$ cat src/hdl/sbcu_pkg.sv
// Package for the single-byte charset to UTF-8 unit: charset codes, queue entry
// type, code-point ROMs and the UTF-8 encoder function. Depends on nothing.
`timescale 1ns / 1ps
`default_nettype none

package sbcu_pkg;

    typedef enum logic [2:0] {
        CS_PASS   = 3'd0,
        CS_LATIN1 = 3'd1,
        CS_ISO2   = 3'd2,
        CS_W1250  = 3'd3,
        CS_W1252  = 3'd4,
        CS_CP852  = 3'd5
    } charset_t;

    localparam int  CFG_ADDR_W             = 3;
    localparam int  CFG_DATA_W             = 32;
    localparam logic CFG_IDX_SOURCE_CHARSET = 1'b0;

    localparam int QDEPTH = 4;
    localparam int QPTR_W = $clog2(QDEPTH);
    localparam int QCNT_W = $clog2(QDEPTH + 1);

    typedef struct packed {
        logic [7:0] b0;
        logic [7:0] b1;
        logic [7:0] b2;
        logic [1:0] len;
    } utf8_run_t;

    typedef struct packed {
        logic      valid;
        utf8_run_t run;
    } q_head_t;

    localparam logic [15:0] ROM_ISO2 [128] = '{
        16'h0080,16'h0081,16'h0082,16'h0083,16'h0084,16'h0085,16'h0086,16'h0087,
        16'h0088,16'h0089,16'h008A,16'h008B,16'h008C,16'h008D,16'h008E,16'h008F,
        16'h0090,16'h0091,16'h0092,16'h0093,16'h0094,16'h0095,16'h0096,16'h0097,
        16'h0098,16'h0099,16'h009A,16'h009B,16'h009C,16'h009D,16'h009E,16'h009F,
        16'h00A0,16'h0104,16'h02D8,16'h0141,16'h00A4,16'h013D,16'h015A,16'h00A7,
        16'h00A8,16'h0160,16'h015E,16'h0164,16'h0179,16'h00AD,16'h017D,16'h017B,
        16'h00B0,16'h0105,16'h02DB,16'h0142,16'h00B4,16'h013E,16'h015B,16'h02C7,
        16'h00B8,16'h0161,16'h015F,16'h0165,16'h017A,16'h02DD,16'h017E,16'h017C,
        16'h0154,16'h00C1,16'h00C2,16'h0102,16'h00C4,16'h0139,16'h0106,16'h00C7,
        16'h010C,16'h00C9,16'h0118,16'h00CB,16'h011A,16'h00CD,16'h00CE,16'h010E,
        16'h0110,16'h0143,16'h0147,16'h00D3,16'h00D4,16'h0150,16'h00D6,16'h00D7,
        16'h0158,16'h016E,16'h00DA,16'h0170,16'h00DC,16'h00DD,16'h0162,16'h00DF,
        16'h0155,16'h00E1,16'h00E2,16'h0103,16'h00E4,16'h013A,16'h0107,16'h00E7,
        16'h010D,16'h00E9,16'h0119,16'h00EB,16'h011B,16'h00ED,16'h00EE,16'h010F,
        16'h0111,16'h0144,16'h0148,16'h00F3,16'h00F4,16'h0151,16'h00F6,16'h00F7,
        16'h0159,16'h016F,16'h00FA,16'h0171,16'h00FC,16'h00FD,16'h0163,16'h02D9
    };

    localparam logic [15:0] ROM_W1250 [128] = '{
        16'h20AC,16'hFFFD,16'h201A,16'hFFFD,16'h201E,16'h2026,16'h2020,16'h2021,
        16'hFFFD,16'h2030,16'h0160,16'h2039,16'h015A,16'h0164,16'h017D,16'h0179,
        16'hFFFD,16'h2018,16'h2019,16'h201C,16'h201D,16'h2022,16'h2013,16'h2014,
        16'hFFFD,16'h2122,16'h0161,16'h203A,16'h015B,16'h0165,16'h017E,16'h017A,
        16'h00A0,16'h02C7,16'h02D8,16'h0141,16'h00A4,16'h0104,16'h00A6,16'h00A7,
        16'h00A8,16'h00A9,16'h015E,16'h00AB,16'h00AC,16'h00AD,16'h00AE,16'h017B,
        16'h00B0,16'h00B1,16'h02DB,16'h0142,16'h00B4,16'h00B5,16'h00B6,16'h00B7,
        16'h00B8,16'h0105,16'h015F,16'h00BB,16'h013D,16'h02DD,16'h013E,16'h017C,
        16'h0154,16'h00C1,16'h00C2,16'h0102,16'h00C4,16'h0139,16'h0106,16'h00C7,
        16'h010C,16'h00C9,16'h0118,16'h00CB,16'h011A,16'h00CD,16'h00CE,16'h010E,
        16'h0110,16'h0143,16'h0147,16'h00D3,16'h00D4,16'h0150,16'h00D6,16'h00D7,
        16'h0158,16'h016E,16'h00DA,16'h0170,16'h00DC,16'h00DD,16'h0162,16'h00DF,
        16'h0155,16'h00E1,16'h00E2,16'h0103,16'h00E4,16'h013A,16'h0107,16'h00E7,
        16'h010D,16'h00E9,16'h0119,16'h00EB,16'h011B,16'h00ED,16'h00EE,16'h010F,
        16'h0111,16'h0144,16'h0148,16'h00F3,16'h00F4,16'h0151,16'h00F6,16'h00F7,
        16'h0159,16'h016F,16'h00FA,16'h0171,16'h00FC,16'h00FD,16'h0163,16'h02D9
    };

    localparam logic [15:0] ROM_W1252 [128] = '{
        16'h20AC,16'hFFFD,16'h201A,16'h0192,16'h201E,16'h2026,16'h2020,16'h2021,
        16'h02C6,16'h2030,16'h0160,16'h2039,16'h0152,16'hFFFD,16'h017D,16'hFFFD,
        16'hFFFD,16'h2018,16'h2019,16'h201C,16'h201D,16'h2022,16'h2013,16'h2014,
        16'h02DC,16'h2122,16'h0161,16'h203A,16'h0153,16'hFFFD,16'h017E,16'h0178,
        16'h00A0,16'h00A1,16'h00A2,16'h00A3,16'h00A4,16'h00A5,16'h00A6,16'h00A7,
        16'h00A8,16'h00A9,16'h00AA,16'h00AB,16'h00AC,16'h00AD,16'h00AE,16'h00AF,
        16'h00B0,16'h00B1,16'h00B2,16'h00B3,16'h00B4,16'h00B5,16'h00B6,16'h00B7,
        16'h00B8,16'h00B9,16'h00BA,16'h00BB,16'h00BC,16'h00BD,16'h00BE,16'h00BF,
        16'h00C0,16'h00C1,16'h00C2,16'h00C3,16'h00C4,16'h00C5,16'h00C6,16'h00C7,
        16'h00C8,16'h00C9,16'h00CA,16'h00CB,16'h00CC,16'h00CD,16'h00CE,16'h00CF,
        16'h00D0,16'h00D1,16'h00D2,16'h00D3,16'h00D4,16'h00D5,16'h00D6,16'h00D7,
        16'h00D8,16'h00D9,16'h00DA,16'h00DB,16'h00DC,16'h00DD,16'h00DE,16'h00DF,
        16'h00E0,16'h00E1,16'h00E2,16'h00E3,16'h00E4,16'h00E5,16'h00E6,16'h00E7,
        16'h00E8,16'h00E9,16'h00EA,16'h00EB,16'h00EC,16'h00ED,16'h00EE,16'h00EF,
        16'h00F0,16'h00F1,16'h00F2,16'h00F3,16'h00F4,16'h00F5,16'h00F6,16'h00F7,
        16'h00F8,16'h00F9,16'h00FA,16'h00FB,16'h00FC,16'h00FD,16'h00FE,16'h00FF
    };

    localparam logic [15:0] ROM_CP852 [128] = '{
        16'h00C7,16'h00FC,16'h00E9,16'h00E2,16'h00E4,16'h016F,16'h0107,16'h00E7,
        16'h0142,16'h00EB,16'h0150,16'h0151,16'h00EE,16'h0179,16'h00C4,16'h0106,
        16'h00C9,16'h0139,16'h013A,16'h00F4,16'h00F6,16'h013D,16'h013E,16'h015A,
        16'h015B,16'h00D6,16'h00DC,16'h0164,16'h0165,16'h0141,16'h00D7,16'h010D,
        16'h00E1,16'h00ED,16'h00F3,16'h00FA,16'h0104,16'h0105,16'h017D,16'h017E,
        16'h0118,16'h0119,16'h00AC,16'h017A,16'h010C,16'h015F,16'h00AB,16'h00BB,
        16'h2591,16'h2592,16'h2593,16'h2502,16'h2524,16'h00C1,16'h00C2,16'h011A,
        16'h015E,16'h2563,16'h2551,16'h2557,16'h255D,16'h017B,16'h017C,16'h2510,
        16'h2514,16'h2534,16'h252C,16'h251C,16'h2500,16'h253C,16'h0102,16'h0103,
        16'h255A,16'h2554,16'h2569,16'h2566,16'h2560,16'h2550,16'h256C,16'h00A4,
        16'h0111,16'h0110,16'h010E,16'h00CB,16'h010F,16'h0147,16'h00CD,16'h00CE,
        16'h011B,16'h2518,16'h250C,16'h2588,16'h2584,16'h0162,16'h016E,16'h2580,
        16'h00D3,16'h00DF,16'h00D4,16'h0143,16'h0144,16'h0148,16'h0160,16'h0161,
        16'h0154,16'h00DA,16'h0155,16'h0170,16'h00FD,16'h00DD,16'h0163,16'h00B4,
        16'h00AD,16'h02DD,16'h02DB,16'h02C7,16'h02D8,16'h00A7,16'h00F7,16'h00B8,
        16'h00B0,16'h00A8,16'h02D9,16'h0171,16'h0158,16'h0159,16'h25A0,16'h00A0
    };

    function automatic utf8_run_t utf8_encode(input logic [15:0] cp);
        utf8_run_t r;
        r = '0;
        if (cp < 16'h0080) begin
            r.b0  = cp[7:0];
            r.len = 2'd1;
        end
        else if (cp < 16'h0800) begin
            r.b0  = 8'hC0 | {3'b000, cp[10:6]};
            r.b1  = 8'h80 | {2'b00, cp[5:0]};
            r.len = 2'd2;
        end
        else begin
            r.b0  = 8'hE0 | {4'b0000, cp[15:12]};
            r.b1  = 8'h80 | {2'b00, cp[11:6]};
            r.b2  = 8'h80 | {2'b00, cp[5:0]};
            r.len = 2'd3;
        end
        return r;
    endfunction

endpackage

`default_nettype wire

$ cat src/hdl/sbcu_front.sv
// Front end: accepts text bytes, maps them to code points and encodes the UTF-8 run.
// Depends on sbcu_pkg.
`timescale 1ns / 1ps
`default_nettype none

module sbcu_front
    import sbcu_pkg::*;
(
    input  wire logic       in_valid,
    output logic            in_stall,
    input  wire logic [7:0] text_byte,
    input  wire charset_t   charset,
    input  wire logic       q_full,
    output logic            q_push,
    output utf8_run_t       q_wdata
);

    logic [15:0] cp;
    logic [6:0]  idx;

    assign idx      = text_byte[6:0];
    assign in_stall = q_full;
    assign q_push   = in_valid && !q_full;

    always_comb
    begin
        cp = {8'h00, text_byte};
        if (text_byte[7]) begin
            case (charset)
                CS_ISO2:  cp = ROM_ISO2[idx];
                CS_W1250: cp = ROM_W1250[idx];
                CS_W1252: cp = ROM_W1252[idx];
                CS_CP852: cp = ROM_CP852[idx];
                default:  cp = {8'h00, text_byte};
            endcase
        end
    end

    always_comb
    begin
        if (charset == CS_PASS) begin
            q_wdata     = '0;
            q_wdata.b0  = text_byte;
            q_wdata.len = 2'd1;
        end
        else begin
            q_wdata = utf8_encode(cp);
        end
    end

endmodule

`default_nettype wire

$ cat src/hdl/sbcu_queue.sv
// Short queue of encoded runs between the front end and the byte serialiser.
// Depends on sbcu_pkg.
`timescale 1ns / 1ps
`default_nettype none

module sbcu_queue
    import sbcu_pkg::*;
(
    input  wire logic      clk,
    input  wire logic      rst_n,
    input  wire logic      push,
    input  wire utf8_run_t wdata,
    output logic           full,
    input  wire logic      pop,
    output q_head_t        head
);

    utf8_run_t          mem_reg [QDEPTH];
    logic [QPTR_W-1:0]  wr_ptr_reg, wr_ptr_next;
    logic [QPTR_W-1:0]  rd_ptr_reg, rd_ptr_next;
    logic [QCNT_W-1:0]  cnt_reg, cnt_next;
    logic               do_push, do_pop;

    assign full       = (cnt_reg == QCNT_W'(QDEPTH));
    assign head.valid = (cnt_reg != '0);
    assign head.run   = mem_reg[rd_ptr_reg];
    assign do_push    = push && !full;
    assign do_pop     = pop && head.valid;

    always_comb
    begin
        wr_ptr_next = do_push ? wr_ptr_reg + 1'b1 : wr_ptr_reg;
        rd_ptr_next = do_pop ? rd_ptr_reg + 1'b1 : rd_ptr_reg;
        cnt_next    = cnt_reg;
        if (do_push && !do_pop) begin
            cnt_next = cnt_reg + 1'b1;
        end
        else if (do_pop && !do_push) begin
            cnt_next = cnt_reg - 1'b1;
        end
    end

    always_ff @(posedge clk or negedge rst_n)
    begin
        if (!rst_n) begin
            wr_ptr_reg <= '0;
            rd_ptr_reg <= '0;
            cnt_reg    <= '0;
        end
        else begin
            wr_ptr_reg <= wr_ptr_next;
            rd_ptr_reg <= rd_ptr_next;
            cnt_reg    <= cnt_next;
        end
    end

    always_ff @(posedge clk)
    begin
        if (do_push) begin
            mem_reg[wr_ptr_reg] <= wdata;
        end
    end

endmodule

`default_nettype wire

$ cat src/hdl/sbcu_back.sv
// Back end: serialises each queued run into UTF-8 beats, one byte per cycle while out_stall is low,
// through an output register. Depends on sbcu_pkg.
`timescale 1ns / 1ps
`default_nettype none

module sbcu_back
    import sbcu_pkg::*;
(
    input  wire logic    clk,
    input  wire logic    rst_n,
    input  wire q_head_t head,
    output logic         pop,
    output logic         out_valid,
    input  wire logic    out_stall,
    output logic [7:0]   utf8_byte,
    output logic         run_last
);

    logic        out_valid_reg, out_valid_next;
    logic [7:0]  byte_reg, byte_next;
    logic        last_reg, last_next;
    logic [15:0] pend_reg, pend_next;
    logic [1:0]  pend_cnt_reg, pend_cnt_next;
    logic        load;

    assign load      = !out_valid_reg || !out_stall;
    assign out_valid = out_valid_reg;
    assign utf8_byte = byte_reg;
    assign run_last  = last_reg;

    always_comb
    begin
        out_valid_next = out_valid_reg;
        byte_next      = byte_reg;
        last_next      = last_reg;
        pend_next      = pend_reg;
        pend_cnt_next  = pend_cnt_reg;
        pop            = 1'b0;
        if (load) begin
            // drain the rest of the current run before taking the next one
            if (pend_cnt_reg != 2'd0) begin
                out_valid_next = 1'b1;
                byte_next      = pend_reg[15:8];
                last_next      = (pend_cnt_reg == 2'd1);
                pend_next      = {pend_reg[7:0], 8'h00};
                pend_cnt_next  = pend_cnt_reg - 2'd1;
            end
            else if (head.valid) begin
                pop            = 1'b1;
                out_valid_next = 1'b1;
                byte_next      = head.run.b0;
                last_next      = (head.run.len == 2'd1);
                pend_next      = {head.run.b1, head.run.b2};
                pend_cnt_next  = head.run.len - 2'd1;
            end
            else begin
                out_valid_next = 1'b0;
            end
        end
    end

    always_ff @(posedge clk or negedge rst_n)
    begin
        if (!rst_n) begin
            out_valid_reg <= 1'b0;
            pend_cnt_reg  <= 2'd0;
        end
        else begin
            out_valid_reg <= out_valid_next;
            pend_cnt_reg  <= pend_cnt_next;
        end
    end

    always_ff @(posedge clk)
    begin
        byte_reg <= byte_next;
        last_reg <= last_next;
        pend_reg <= pend_next;
    end

endmodule

`default_nettype wire

$ cat src/hdl/single_byte_charset_to_utf8_unit.sv
// Single-byte charset to UTF-8 unit: top level with the configuration port.
// Depends on sbcu_pkg, sbcu_front, sbcu_queue and sbcu_back.
// The first beat of a run passes through the run queue and then the output register before it is shown.
// Throughput: one output beat per cycle while out_stall is low, so a byte yields 1, 2 or 3 beats (its UTF-8 length);
// the four-entry run queue lets input be taken while output stalls.
// Reset: rst_n clears the queue, the output stage and sets source_charset to passthrough.
`timescale 1ns / 1ps
`default_nettype none

module single_byte_charset_to_utf8_unit
    import sbcu_pkg::*;
(
    input  wire logic                  clk,
    input  wire logic                  rst_n,
    input  wire logic                  psel,
    input  wire logic                  penable,
    input  wire logic                  pwrite,
    input  wire logic [CFG_ADDR_W-1:0] paddr,
    input  wire logic [CFG_DATA_W-1:0] pwdata,
    output logic      [CFG_DATA_W-1:0] prdata,
    output logic                       pready,
    input  wire logic                  in_valid,
    output logic                       in_stall,
    input  wire logic [7:0]            text_byte,
    output logic                       out_valid,
    input  wire logic                  out_stall,
    output logic [7:0]                 utf8_byte,
    output logic                       run_last
);

    charset_t  source_charset_reg, source_charset_next;
    logic      cfg_wr;
    logic      q_full;
    logic      q_push;
    logic      q_pop;
    utf8_run_t q_wdata;
    q_head_t   q_head;

    assign pready = 1'b1;
    assign cfg_wr = psel && penable && pwrite && (paddr[2] == CFG_IDX_SOURCE_CHARSET);

    always_comb
    begin
        source_charset_next = source_charset_reg;
        if (cfg_wr) begin
            source_charset_next = charset_t'(pwdata[2:0]);
        end
    end

    always_comb
    begin
        prdata = '0;
        if (paddr[2] == CFG_IDX_SOURCE_CHARSET) begin
            prdata = {{(CFG_DATA_W-3){1'b0}}, source_charset_reg};
        end
    end

    always_ff @(posedge clk or negedge rst_n)
    begin
        if (!rst_n) begin
            source_charset_reg <= CS_PASS;
        end
        else begin
            source_charset_reg <= source_charset_next;
        end
    end

    sbcu_front u_front (
        .in_valid  (in_valid),
        .in_stall  (in_stall),
        .text_byte (text_byte),
        .charset   (source_charset_reg),
        .q_full    (q_full),
        .q_push    (q_push),
        .q_wdata   (q_wdata)
    );

    sbcu_queue u_queue (
        .clk   (clk),
        .rst_n (rst_n),
        .push  (q_push),
        .wdata (q_wdata),
        .full  (q_full),
        .pop   (q_pop),
        .head  (q_head)
    );

    sbcu_back u_back (
        .clk       (clk),
        .rst_n     (rst_n),
        .head      (q_head),
        .pop       (q_pop),
        .out_valid (out_valid),
        .out_stall (out_stall),
        .utf8_byte (utf8_byte),
        .run_last  (run_last)
    );

endmodule

`default_nettype wire

$ cat config.mk
export PLATFORM = sky130hd
export DESIGN_NAME = single_byte_charset_to_utf8_unit
export DESIGN_NICKNAME = d
export VERILOG_FILES = /design/src/hdl/sbcu_pkg.sv /design/src/hdl/sbcu_front.sv /design/src/hdl/sbcu_queue.sv /design/src/hdl/sbcu_back.sv /design/src/hdl/single_byte_charset_to_utf8_unit.sv
export SDC_FILE = /design/constraint.sdc
export NUM_CORES = 1
export LEC_CHECK = 0
export BUFFER_PORTS_ARGS = -buffer_cell sky130_fd_sc_hd__buf_2
export CAP_MARGIN = 15
export CORE_ASPECT_RATIO = 2
export CORE_MARGIN = 2
export CORE_UTILIZATION = 35
export DETAILED_ROUTE_END_ITERATION = 12
export PLACE_DENSITY = 0.5
export SYNTH_ARGS = -nofsm -noshare
export SYNTH_HDL_FRONTEND = slang
export SYNTH_HIERARCHICAL = 1
export SYNTH_SLANG_ARGS = --single-unit
$ cat constraint.sdc
create_clock -name clk -period 5.4 [get_ports clk]
set_clock_uncertainty 0.15 [all_clocks]
set_input_delay 0.27 -clock clk [delete_from_list [all_inputs] [get_ports clk]]
set_output_delay 0.27 -clock clk [all_outputs]
set_load 0.05 [all_outputs]
# After elaboration in Yosys (flattened, before gate mapping)
# Memory sizes are Yosys's and may differ from the RTL's.
# Index checks and enable logic that the tools add are counted.
[op_classes] add_sub_neg=6 magnitude_cmp=3 n_eq_ne=7 mux=34 bitwise=2 n_reduce_logical=20
[ops] op="two-way mux 16 bit" n=12
[ops] op="one-hot mux 16 bit (4 select lines)" n=1
[ops] op="two-way mux 8 bit" n=4
[ops] op="two-way mux 26 bit" n=1
[ops] op="less-than comparator 16 x 12 -> 1 bit, second input constant" n=1
[ops] op="less-than comparator 16 x 8 -> 1 bit, second input constant" n=1
[ops] op="two-way mux 14 bit" n=1
[ops] op="equality test 3 bit, second input constant" n=3
[ops] op="two-way mux 1 bit" n=9
[ops] op="two-way mux 3 bit" n=3
[ops] op=">= comparator 8 bit, second input constant" n=1
[ops] op="logical AND 1 bit" n=8
[ops] op="inverter 7 -> 8 bit" n=1
[ops] op="equality test 3 x 2 -> 1 bit, second input constant" n=2
[ops] op="two-way mux 2 bit" n=3
[ops] op="nonzero test 2 bit" n=3
[ops] op="logical NOT 1 bit" n=5
[ops] op="adder 2 x 1 -> 2 bit, second input constant" n=2
[ops] op="equality test 2 x 1 -> 1 bit, second input constant" n=2
[ops] op="subtractor 2 x 1 -> 2 bit, second input constant" n=2
[ops] op="adder 3 x 1 -> 3 bit, second input constant" n=1
[ops] op="logical NOT 3 bit" n=1
[ops] op="nonzero test 3 bit" n=1
[ops] op="subtractor 3 x 1 -> 3 bit, second input constant" n=1
[ops] op="3 further kinds" n=3
[word_totals] register_bits=38 ram_bits=104 romBits=8192 inputBits=50 output_inout_bits=44 word_cells=87 memories=5
[mem_list] memory="(no name shown)" words=128 width=16 read_ports=1 rd_ports_with_merged_regs=0 write_ports=0 line="sbcu_front.sv:30" rtl="CS_ISO2: cp = ROM_ISO2[idx];"
[mem_list] memory="(no name shown)" words=128 width=16 read_ports=1 rd_ports_with_merged_regs=0 write_ports=0 line="sbcu_front.sv:31" rtl="CS_W1250: cp = ROM_W1250[idx];"
[mem_list] memory="(no name shown)" words=128 width=16 read_ports=1 rd_ports_with_merged_regs=0 write_ports=0 line="sbcu_front.sv:32" rtl="CS_W1252: cp = ROM_W1252[idx];"
[mem_list] memory="(no name shown)" words=128 width=16 read_ports=1 rd_ports_with_merged_regs=0 write_ports=0 line="sbcu_front.sv:33" rtl="CS_CP852: cp = ROM_CP852[idx];"
[mem_list] memory="u_queue.mem_reg" words=4 width=26 read_ports=1 rd_ports_with_merged_regs=0 write_ports=1 line="sbcu_queue.sv:18" rtl="utf8_run_t mem_reg [QDEPTH];"

# Depth between registers and ports, before layout
[depth] word_depth=10 mapped_depth=16 mapped_depth_nobuf=11

# Hierarchy
# The synthesis kept the hierarchy.
[modules_own_cells] module="sbcu_front" n_inst=1 cells_each=773 area_per_inst_um2=4961.0 seq_area_each_um2=0.0
[modules_own_cells] module="sbcu_queue" n_inst=1 cells_each=171 area_per_inst_um2=4226.6 seq_area_each_um2=3298.2
[modules_own_cells] module="sbcu_back" n_inst=1 cells_each=71 area_per_inst_um2=1224.9 seq_area_each_um2=825.8
[modules_own_cells] module="single_byte_charset_to_utf8_unit" n_inst=1 cells_each=42 area_per_inst_um2=402.9 seq_area_each_um2=75.1

# Worst setup path after synthesis
# No wires, ideal clock.
[synth_timing] path_type="input-to-reg" from="in text_byte[0]" to="mem u_queue/mem_reg[0][11] in the netlist's numbering (data pin)" setup_time_ns=0.230 arrival_time_ns=3.233 required_ns=5.020 setup_slack_ns=1.787 path_stages=14 n_path_buf=4 cell_sequence="clkbuf_1 clkbuf_1 inv_1 ha_1 clkbuf_1 and3b_1 o21ai_0 o21ai_1 a221oi_1 o21ai_0 a41o_1 and2_1 buf_6 a2111oi_2"
[synth_lines] element="start, declared" line="single_byte_charset_to_utf8_unit.sv:24" rtl="input wire logic [7:0] text_byte,"
[synth_lines] element="end, declared" line="sbcu_queue.sv:18"

==> run summary <==
The gate count after technology mapping came out at 1057. The most common library cell in the layout ignoring fill and taps is sky130_fd_sc_hd__edfxtp_1. The detailed-route wire length on metal 1 is 16.8 mm. Detailed placement ended at an HPWL of 29.2 mm. The area overhead of the layout relative to synthesis is 9.10%. The maximum buffer depth of the clock tree is 2. The highest metal layer used by the detailed router is met4.

Entering global routing, the biggest net connects 76 pins. The maximum net fanout on the critical path came out at 11. The number of pins exceeding their max-slew limit in the final report came out at 0. The class of the tightest hold or removal check is input port to flop. The share of final-layout standard cells stronger than drive strength 1 came out at 0.190.

The number of register bits inferred by synthesis came out at 142. The cell that appears most often on the critical path is sky130_fd_sc_hd__buf_4. The number of different library cells in the post-synthesis netlist came out at 102. The register clock-pin slew on the reported worst setup and hold paths came out at 0.06 ns. The number of global-route vias before repair was 9170. The worst setup path is of the input port to flop kind. The sequential-to-total area share from yosys stat is 0.388. The number of diodes came out at 0. Global routing finished with a remaining overflow of 0. The clock latency of the later-clocked register in the worst-skew pair came out at 0.41 ns. The worst setup path is captured at a flop. The first routing iteration left 1313 violations.

The final wirelength is 42.1 mm. The sequential standard cell area is 4200 um^2. The data arrival at the endpoint of the critical path is 4.12 ns. Wire segments on met3 add up to 3.92 mm in the final route. The final cycle utilization of the critical path is 0.762. The number of flops mapped to enable cells by yosys came out at 129. The number of antenna violations at the first check in global routing is 0. Averaged over all synthesized cells, the footprint is 10.2 um^2. The total met2 wirelength after detailed routing came out at 18.3 mm. Ranked by total cell area, the synthesized netlist is headed by sky130_fd_sc_hd__edfxtp_1 36%, sky130_fd_sc_hd__mux4_2 4.4%, sky130_fd_sc_hd__o21ai_0 3.1%, sky130_fd_sc_hd__dfrtp_1 3.0%, sky130_fd_sc_hd__a21oi_1 2.9%. The global-route wire length before repair is 61.7 mm. The power density over the cells came out at 409 nW/um^2.

In the final routed layout, each cell accounts on average for 28.9 um. The post-cts repair resize count came out at 0. The vertical die dimension came out at 253 um.

Hold timing on the final database bottoms out at a slack of 0.108 ns. The netlist area before placement is 10800 um^2. The number of nets in the layout came out at 1145. The predominant post-synthesis flop cell is sky130_fd_sc_hd__edfxtp_1. The x dimension of the die is 128 um.

The slowest stage of the critical path is the sky130_fd_sc_hd__ha_1 cell. Dividing the detail-routed via count by the number of cells gives 6.51. The count of H-tree levels built during CTS came out at 4. The count of endpoints failing setup in the final report is 0. The final critical delay including setup and external delays came out at 4.12 ns.

The I/O pin total came out at 94. The library cells used most frequently in the layout, excluding fill and tap cells, are 129 x sky130_fd_sc_hd__edfxtp_1, 68 x sky130_fd_sc_hd__nand2_1, 66 x sky130_fd_sc_hd__nor2_1, 66 x sky130_fd_sc_hd__o21ai_0, 62 x sky130_fd_sc_hd__a21oi_1. The total area inside the core boundary comes to 30600 um^2.

The count of buffers inserted at the top-level ports came out at 32. The number of hold-slack violations in the final timing report is 0. In this run, CTS created clock tree buffers numbering 17. For this run, the slowest stage of the critical path takes 0.73 ns. In the global route stage, overall resource usage came out at 0.260.

The initial core utilization came out at 0.353. The maximum vdd ir drop came out at 292 uV. The area of combinational cells with multiple inputs is 5760 um^2. The worst setup path is launched from an input port. The max-cap violation count is 0. At the end of routability-driven placement, the weighted congestion stood at 1.08.

The master cell of the clock root buffer is sky130_fd_sc_hd__clkbuf_16. The via total after detailed routing is 9501. The static power due to leakage is 4.22 nW.

The setup TNS after final layout came out at 0 ns. Walking the worst path, the cells encountered are buf_2, inv_1, ha_1, buf_4, buf_4, nand2b_1, nand2_1, a311o_1, a21oi_1, a311oi_1, o31ai_2, mux2i_1, nor3_1. Setup repair after global routing left no endpoint under its margin.

The die footprint came out at 32400 um^2. sky130_fd_sc_hd__edfxtp_1 takes more of the synthesized area than any other cell. The share of async-settable or async-resettable flops after synthesis is 0.0915. The measured slew at the worst slew-check pin came out at 1.03 ns. The remaining routing DRC violations came out at 0. Data on the critical path is required at its endpoint by 5.40 ns. The flip-flop count of the largest register after layout is 104.

The total of warnings raised by yosys is 6. The sink count of the clock tree came out at 142. The worst-case headroom to the max-slew limit is 0.311.

Before antenna repair, the detailed router went through 6 iterations. The proportion of netlist area held by the largest area contributor came out at 0.358. The clock tree from TritonCTS is done. The maximum clock rate is 0.243 GHz. After floorplanning, the core was divided into 91 placement rows.

Once detail routing completed, the nets flagged for antenna violations numbered 0. The flow ran to the end, and the final reports show no timing, DRC or antenna violations. The layout filler cell count is 3053.
## power breakdown
part           internal [mW]  switching [mW]
sequential              1.63           0.166
clock                  0.722           0.418
combinational          0.750            1.14
## stage by stage
stage,power (mW),std cells,utilization,setup slack (ns),instance area (um^2)
2_1_floorplan,3.23,1086,-,1.79,10900
3_3_place_gp,3.69,1422,0.365,0.986,11200
3_5_place_dp,3.71,1422,0.365,1.02,11200
4_1_cts,4.86,1459,0.385,1.45,11800
5_1_grt,5.08,1459,0.385,1.13,11800
6_report,4.83,1459,0.385,1.28,11800
## kinds of logic after synthesis
logic type / Yosys count / synth area share
multiplexers: 67 / 0.106
other: 3 / 0.00104
adder cells (fa/ha/maj): 21 / 0.0250
buffers and inverters: 147 / 0.0897
AND/OR/NAND/NOR: 337 / 0.167
AO/OA/AOI/OAI: 330 / 0.215
flip-flops: 142 / 0.388
XOR/XNOR: 10 / 0.00810
## critical path: cells and delay by family
family	cells	cell delay (ns)
AO/OA/AOI/OAI	4	1.12
adder cells (fa/ha/maj)	1	0.73
buffers and inverters	4	1.10
multiplexers	1	0.11
AND/OR/NAND/NOR	3	0.77
## repair_timing
item	in CTS	in global routing
buffers inserted	0	0
endpoints found under the hold margin	17	0
hold buffers	5	0
## final cells by class
| cell class | count | area share |
|---|---|---|
| multi-input cells | 797 | 0.488 |
| repair buffers | 98 | 0.0613 |
| flip-flops and latches | 142 | 0.356 |
| clock inverters | 12 | 0.0124 |
| well taps | 372 | 0.0394 |
| inverters | 18 | 0.00573 |
| clock buffers | 20 | 0.0370 |
## final timing paths
kind | depth (start not counted) | end | slack [ns] | start
max | 13 | u_queue/mem_reg[0][12]$_DFFE_PP_ | 1.28 | text_byte[1]
min | 3 | source_charset_reg[2]$_DFFE_PN0P_ | 0.11 | penable
max reg2reg | 8 | u_queue/mem_reg[1][18]$_DFFE_PP_ | 1.64 | source_charset_reg[0]$_DFFE_PN0P_
min reg2reg | 1 | u_queue/cnt_reg[2]$_DFFE_PN0P_ | 0.33 | u_queue/cnt_reg[2]$_DFFE_PN0P_
max in group asynchronous | 2 | u_queue/rd_ptr_reg[0]$_DFFE_PN0P_ | 4.70 | rst_n
min in group asynchronous | 2 | source_charset_reg[0]$_DFFE_PN0P_ | 0.13 | rst_n
## layer usage
metal / vias up / track usage
li1: 4041 / -
met1: 4666 / 0.348
met2: 621 / 0.384
met3: 173 / 0.0552
met4: 0 / 0.156
met5: - / 0
## cell usage after synthesis (5+ instances only)
master	instances
sky130_fd_sc_hd__nand2_1	68
sky130_fd_sc_hd__buf_4	41
sky130_fd_sc_hd__and2_1	30
sky130_fd_sc_hd__mux4_2	21
sky130_fd_sc_hd__nor3b_1	6
sky130_fd_sc_hd__buf_2	30
sky130_fd_sc_hd__mux4_1	8
sky130_fd_sc_hd__mux2i_1	14
sky130_fd_sc_hd__a31oi_1	16
sky130_fd_sc_hd__nand3_1	38
sky130_fd_sc_hd__a2111oi_0	7
sky130_fd_sc_hd__o22ai_1	9
sky130_fd_sc_hd__nand3b_1	7
sky130_fd_sc_hd__a311oi_1	7
sky130_fd_sc_hd__o31ai_1	10
sky130_fd_sc_hd__a21o_1	7
sky130_fd_sc_hd__o2111ai_1	6
sky130_fd_sc_hd__nor3_1	16
sky130_fd_sc_hd__a32oi_1	9
sky130_fd_sc_hd__edfxtp_1	129
sky130_fd_sc_hd__xnor2_1	6
sky130_fd_sc_hd__nor2b_1	32
sky130_fd_sc_hd__a211o_1	5
sky130_fd_sc_hd__a211oi_1	13
sky130_fd_sc_hd__ha_1	20
sky130_fd_sc_hd__or2_2	7
sky130_fd_sc_hd__nand2b_1	30
sky130_fd_sc_hd__inv_1	14
sky130_fd_sc_hd__nor2_1	66
sky130_fd_sc_hd__o311ai_0	10
sky130_fd_sc_hd__mux2_4	15
sky130_fd_sc_hd__or3_1	6
sky130_fd_sc_hd__a221oi_1	6
sky130_fd_sc_hd__a21oi_1	62
sky130_fd_sc_hd__o211ai_1	18
sky130_fd_sc_hd__o221ai_1	9
sky130_fd_sc_hd__o21ai_0	66
sky130_fd_sc_hd__dfrtp_1	13
sky130_fd_sc_hd__a311o_1	6
sky130_fd_sc_hd__o21ai_1	6
sky130_fd_sc_hd__buf_6	19
sky130_fd_sc_hd__clkbuf_1	32
sky130_fd_sc_hd__mux2_2	9
(Power assumes the default switching activity.)
